==> src/rtl/assert_macros.svh <==
// ----------------------------------------------------------------------------
// Assertion macros
// Concurrent assertion wrappers used by the route table core.
// ----------------------------------------------------------------------------
`ifndef ASSERT_MACROS_SVH
`define ASSERT_MACROS_SVH
`ifndef SYNTHESIS
`define ASSERT_RST(lbl, clk, rstn, prop, msg) \
    lbl: assert property (@(posedge clk) disable iff (!rstn) prop) else $error(msg);
`define ASSERT_ALWAYS(lbl, clk, prop, msg) \
    lbl: assert property (@(posedge clk) prop) else $error(msg);
`else
`define ASSERT_RST(lbl, clk, rstn, prop, msg)
`define ASSERT_ALWAYS(lbl, clk, prop, msg)
`endif
`endif

==> src/rtl/dvr_ram.sv <==
// ----------------------------------------------------------------------------
// dvr_ram
// Generic single-write, single-read RAM with registered read data.
// ----------------------------------------------------------------------------
module dvr_ram #(
    parameter int WIDTH = 8,
    parameter int DEPTH = 256
) (
    input  logic                     clk,
    input  logic                     we,
    input  logic [$clog2(DEPTH)-1:0] waddr,
    input  logic [WIDTH-1:0]         wdata,
    input  logic [$clog2(DEPTH)-1:0] raddr,
    output logic [WIDTH-1:0]         rdata
);
    logic [WIDTH-1:0] mem [DEPTH];

    always_ff @(posedge clk)
    begin
        if (we)
        begin
            mem[waddr] <= wdata;
        end
        rdata <= mem[raddr];
    end
endmodule

==> config.mk <==
export PLATFORM = sky130hd
export DESIGN_NAME = dvr_ram
export DESIGN_NICKNAME = d
export VERILOG_FILES = /design/src/rtl/assert_macros.svh /design/src/rtl/dvr_ram.sv
export SDC_FILE = /design/constraint.sdc
export NUM_CORES = 2
export LEC_CHECK = 0
export CAP_MARGIN = 20
export CORE_ASPECT_RATIO = 1.5
export CORE_UTILIZATION = 60
export CTS_CLUSTER_DIAMETER = 200
export DETAILED_ROUTE_END_ITERATION = 7
export DONT_BUFFER_PORTS = 1
export PLACE_DENSITY = 0.76
export SYNTH_ARGS = -nofsm -noshare
export SYNTH_HDL_FRONTEND = slang
export SYNTH_SLANG_ARGS = --single-unit
==> constraint.sdc <==
create_clock -name clk -period 3.5 [get_ports clk]
set_input_delay 0.175 -clock clk [delete_from_list [all_inputs] [get_ports clk]]
set_output_delay 0.175 -clock clk [all_outputs]
set_load 0.1 [all_outputs]
==> results.cfg <==
[global_route]
antenna_found_initial = 5
grt_pass1_vias = 38900
grt_pass1_wl_mm = 267
grt.overflow.total = 0
grt_max_degree = 579
track_usage = 0.282

[finish]
fillerInstances = 8067
post-route-util = 0.663
syn2layout_area_growth_pct = 9.63
final_common_cell = edfxtp_1
drive_above_1_share = 0.214
fin_nets = 3852
layout_common_cells = edfxtp_1 (2,048), mux4_2 (454), nor2_1 (279), clkbuf_16 (178), mux2i_1 (134)

[placed_design]
io_buffers = 0
dpl_worst_slack_ps = 348
gp_congestion = 0.895
dp_hpwl_mm = 106

[clock_tree]
htreeDepth = 4
clk_pin_slew_ps = 70
tritoncts = done
cts_resized = 0
clockRootBuffer = clkbuf_16
clock_latency_ps = 810
clock-sinks = 2056
clock_path_buffers = 3
cts_made_buffers = 174

[synthesis]
yosysTopAreaCell = edfxtp_1
postSynth.asyncResetShare = 0
yosys.cell_types.count = 55
syn_nets = 3759
synth-edff-count = 2048
ys_ff_latch = 2056
synth_top_cell_area_share = 0.773
seq_area_frac_synth = 0.775
synthTopCellsByArea = edfxtp_1 (77%), mux4_2 (13%), mux2i_1 (1.7%)
synth.avg_cell_area_um2 = 21.3
synth-main-ff-cell = edfxtp_1
yosys_warnings = 0
postSynthCellCount = 3733
synth_area_um2 = 79600

[drt]
via_count = 38700
viasPerCell = 6.78
dr.pass1.iters = 8
drtAntennaViolNets = 0
wire_per_inst_um = 32.7
remaining_drc_errors = 1
wl_mm = 186
drt_iter0_markers = 5195

[worst_setup_path]
critical_path.endpoint = rdata[3]
critPathLaunch = mem[83][3]
crit_slowest_cell = nor3_1
crit_path_end_kind = register
timing.rr.start = mem[83][3]
cp.depth = 6
arrival_ps = 3860
path_cells = mux4_2, a22o_1, a221oi_1, o32ai_1, nor3_1, nor4_1
cp.required_ps = 4130
worstRegToRegCells = 6
criticalPathCategory = reg2reg
worstSetupStartpointType = register
cp_top_family = compound AO/OA/AOI/OAI gates
crit_path_max_incr_delay_ps = 810
crit_buf_inv = 0
reg2reg_slack_ps = 280
r2r-end = rdata[3]
path_max_fanout = 1

[floorplan]
ios = 34
die_w_um = 299
dieArea_um2 = 134000
start_util = 0.605
rows = 163
core_area_um2 = 132000
die_y_um = 448

[flow_run]
drv_cap = 0

[pwr]
pwr-share-seq = 0.568
p_per_area_nw_per_um2 = 549
leakagePower_nw = 26.7
p_sw_frac = 0.206
vdd_ir_drop_max_uv = 417
p_switching_w = 0.00987
combPwrFrac = 0.044
p_clk_frac = 0.388
finalPower_w = 0.0479
p_int_w = 0.0380

[outcome]
violations = design-rule violations, negative hold slack, max-slew violations
status = complete, but fails checks

[sta]
grt_setup_unrepaired = no
skew_ps = 36.2
fin_crit_sh = 0.921
final.setup.tns_ps = 0
fmax_mhz = 310
period_needed_ps = 3220
setup_ws_ps = 277
drv_slew = 188
setup_viol = 0
whs_ps = -4.80
hold_viol_final = 1
tightest_slew_ps = 1860
relSlewSlack = -0.240

[min_path]
hold_class = in2reg
## Yosys cell counts (3+ instances only)
master and number:
buf_2 31, nor2_1 282, clkbuf_1 111, nor3_1 22
nor4_2 3, nand4_1 10, nand2_1 33, and2_1 6
or2_2 4, buf_4 27, a211oi_1 16, o22a_1 5
mux2i_1 134, buf_8 13, o22ai_1 28, nand3_1 34
buf_12 8, o32ai_1 4, buf_6 21, mux4_2 454
o221ai_1 46, a22o_1 8, nand2b_1 8, nor4_1 24
o211ai_1 10, nor2b_1 31, edfxtp_1 2048, a22oi_1 133
a21oi_1 96, o21ai_0 10, a221oi_1 13, dfxtp_1 8
buf_1 22
## stage by stage
stage,area (um^2),instances
finish,87200,5698
CTS,87100,5690
detailed placement,81400,5356
floorplan,79600,3733
global route,87200,5696
global placement,81300,5349
## worst min path at each step
stage                     slack [ps]     start  cells past startpoint           to
after detailed placement         290  wdata[6]                      0   mem[56][6]
after global placement           290  wdata[6]                      0   mem[58][6]
after CTS                          5  waddr[0]                      2  mem[171][6]
final                             -5  wdata[7]                      1   mem[73][7]
after floorplan                  270  wdata[0]                      0    mem[0][0]
after global routing              40        we                      3   mem[15][3]
## routing by layer
layer / vias up / part of all wire / global-route usage
met3: 481 / 0.097 / 0.0593
li1: 15800 / - / -
met1: 20000 / 0.33 / 0.346
met2: 2316 / 0.51 / 0.475
met4: 2 / 0.058 / 0.145
met5: - / 0.000043 / 0
## state kept, by name, indices dropped and copies added (netlist names)
register	flops
mem	2048
rdata	8
## cells by family (layout without fill, tap and decap cells)
group	after synthesis	after routing	synth area share
flops	2056	2056	0.775
mux	591	591	0.146
simple gates	466	466	0.0263
compound gates	385	385	0.0342
buf+inv	235	466	0.0183
other cells	0	2	0
## what timing repair did
action | CTS | global route
endpoints found under the hold margin | 2199 | 103
hold buffers | 20 | 5
setup endpoints to repair | 0 | 0
buffers inserted | 0 | 0
## power by group through the flow
stage	clock [W]	combinational [W]	sequential (W)
global route	0.0196	0.00213	0.0272
detailed placement	0	0.00161	0.0277
finish	0.0186	0.00210	0.0272
floorplan	0	0.00132	0.0278
CTS	0.0187	0.00205	0.0272
global placement	0	0.00144	0.0278
## area by class of cell
cell class	instances	area [um^2]	area share
multi-input cells	1442	16500	0.189
inverters	2	7.51	0.0000861
clock inverters	100	808	0.00927
clock buffers	214	4610	0.0528
diodes	2	5.00	0.0000574
repair buffers	150	1460	0.0168
well taps	1732	2170	0.0248
flip-flops and latches	2056	61700	0.707
Note: power is estimated with default switching activity, not from simulation.
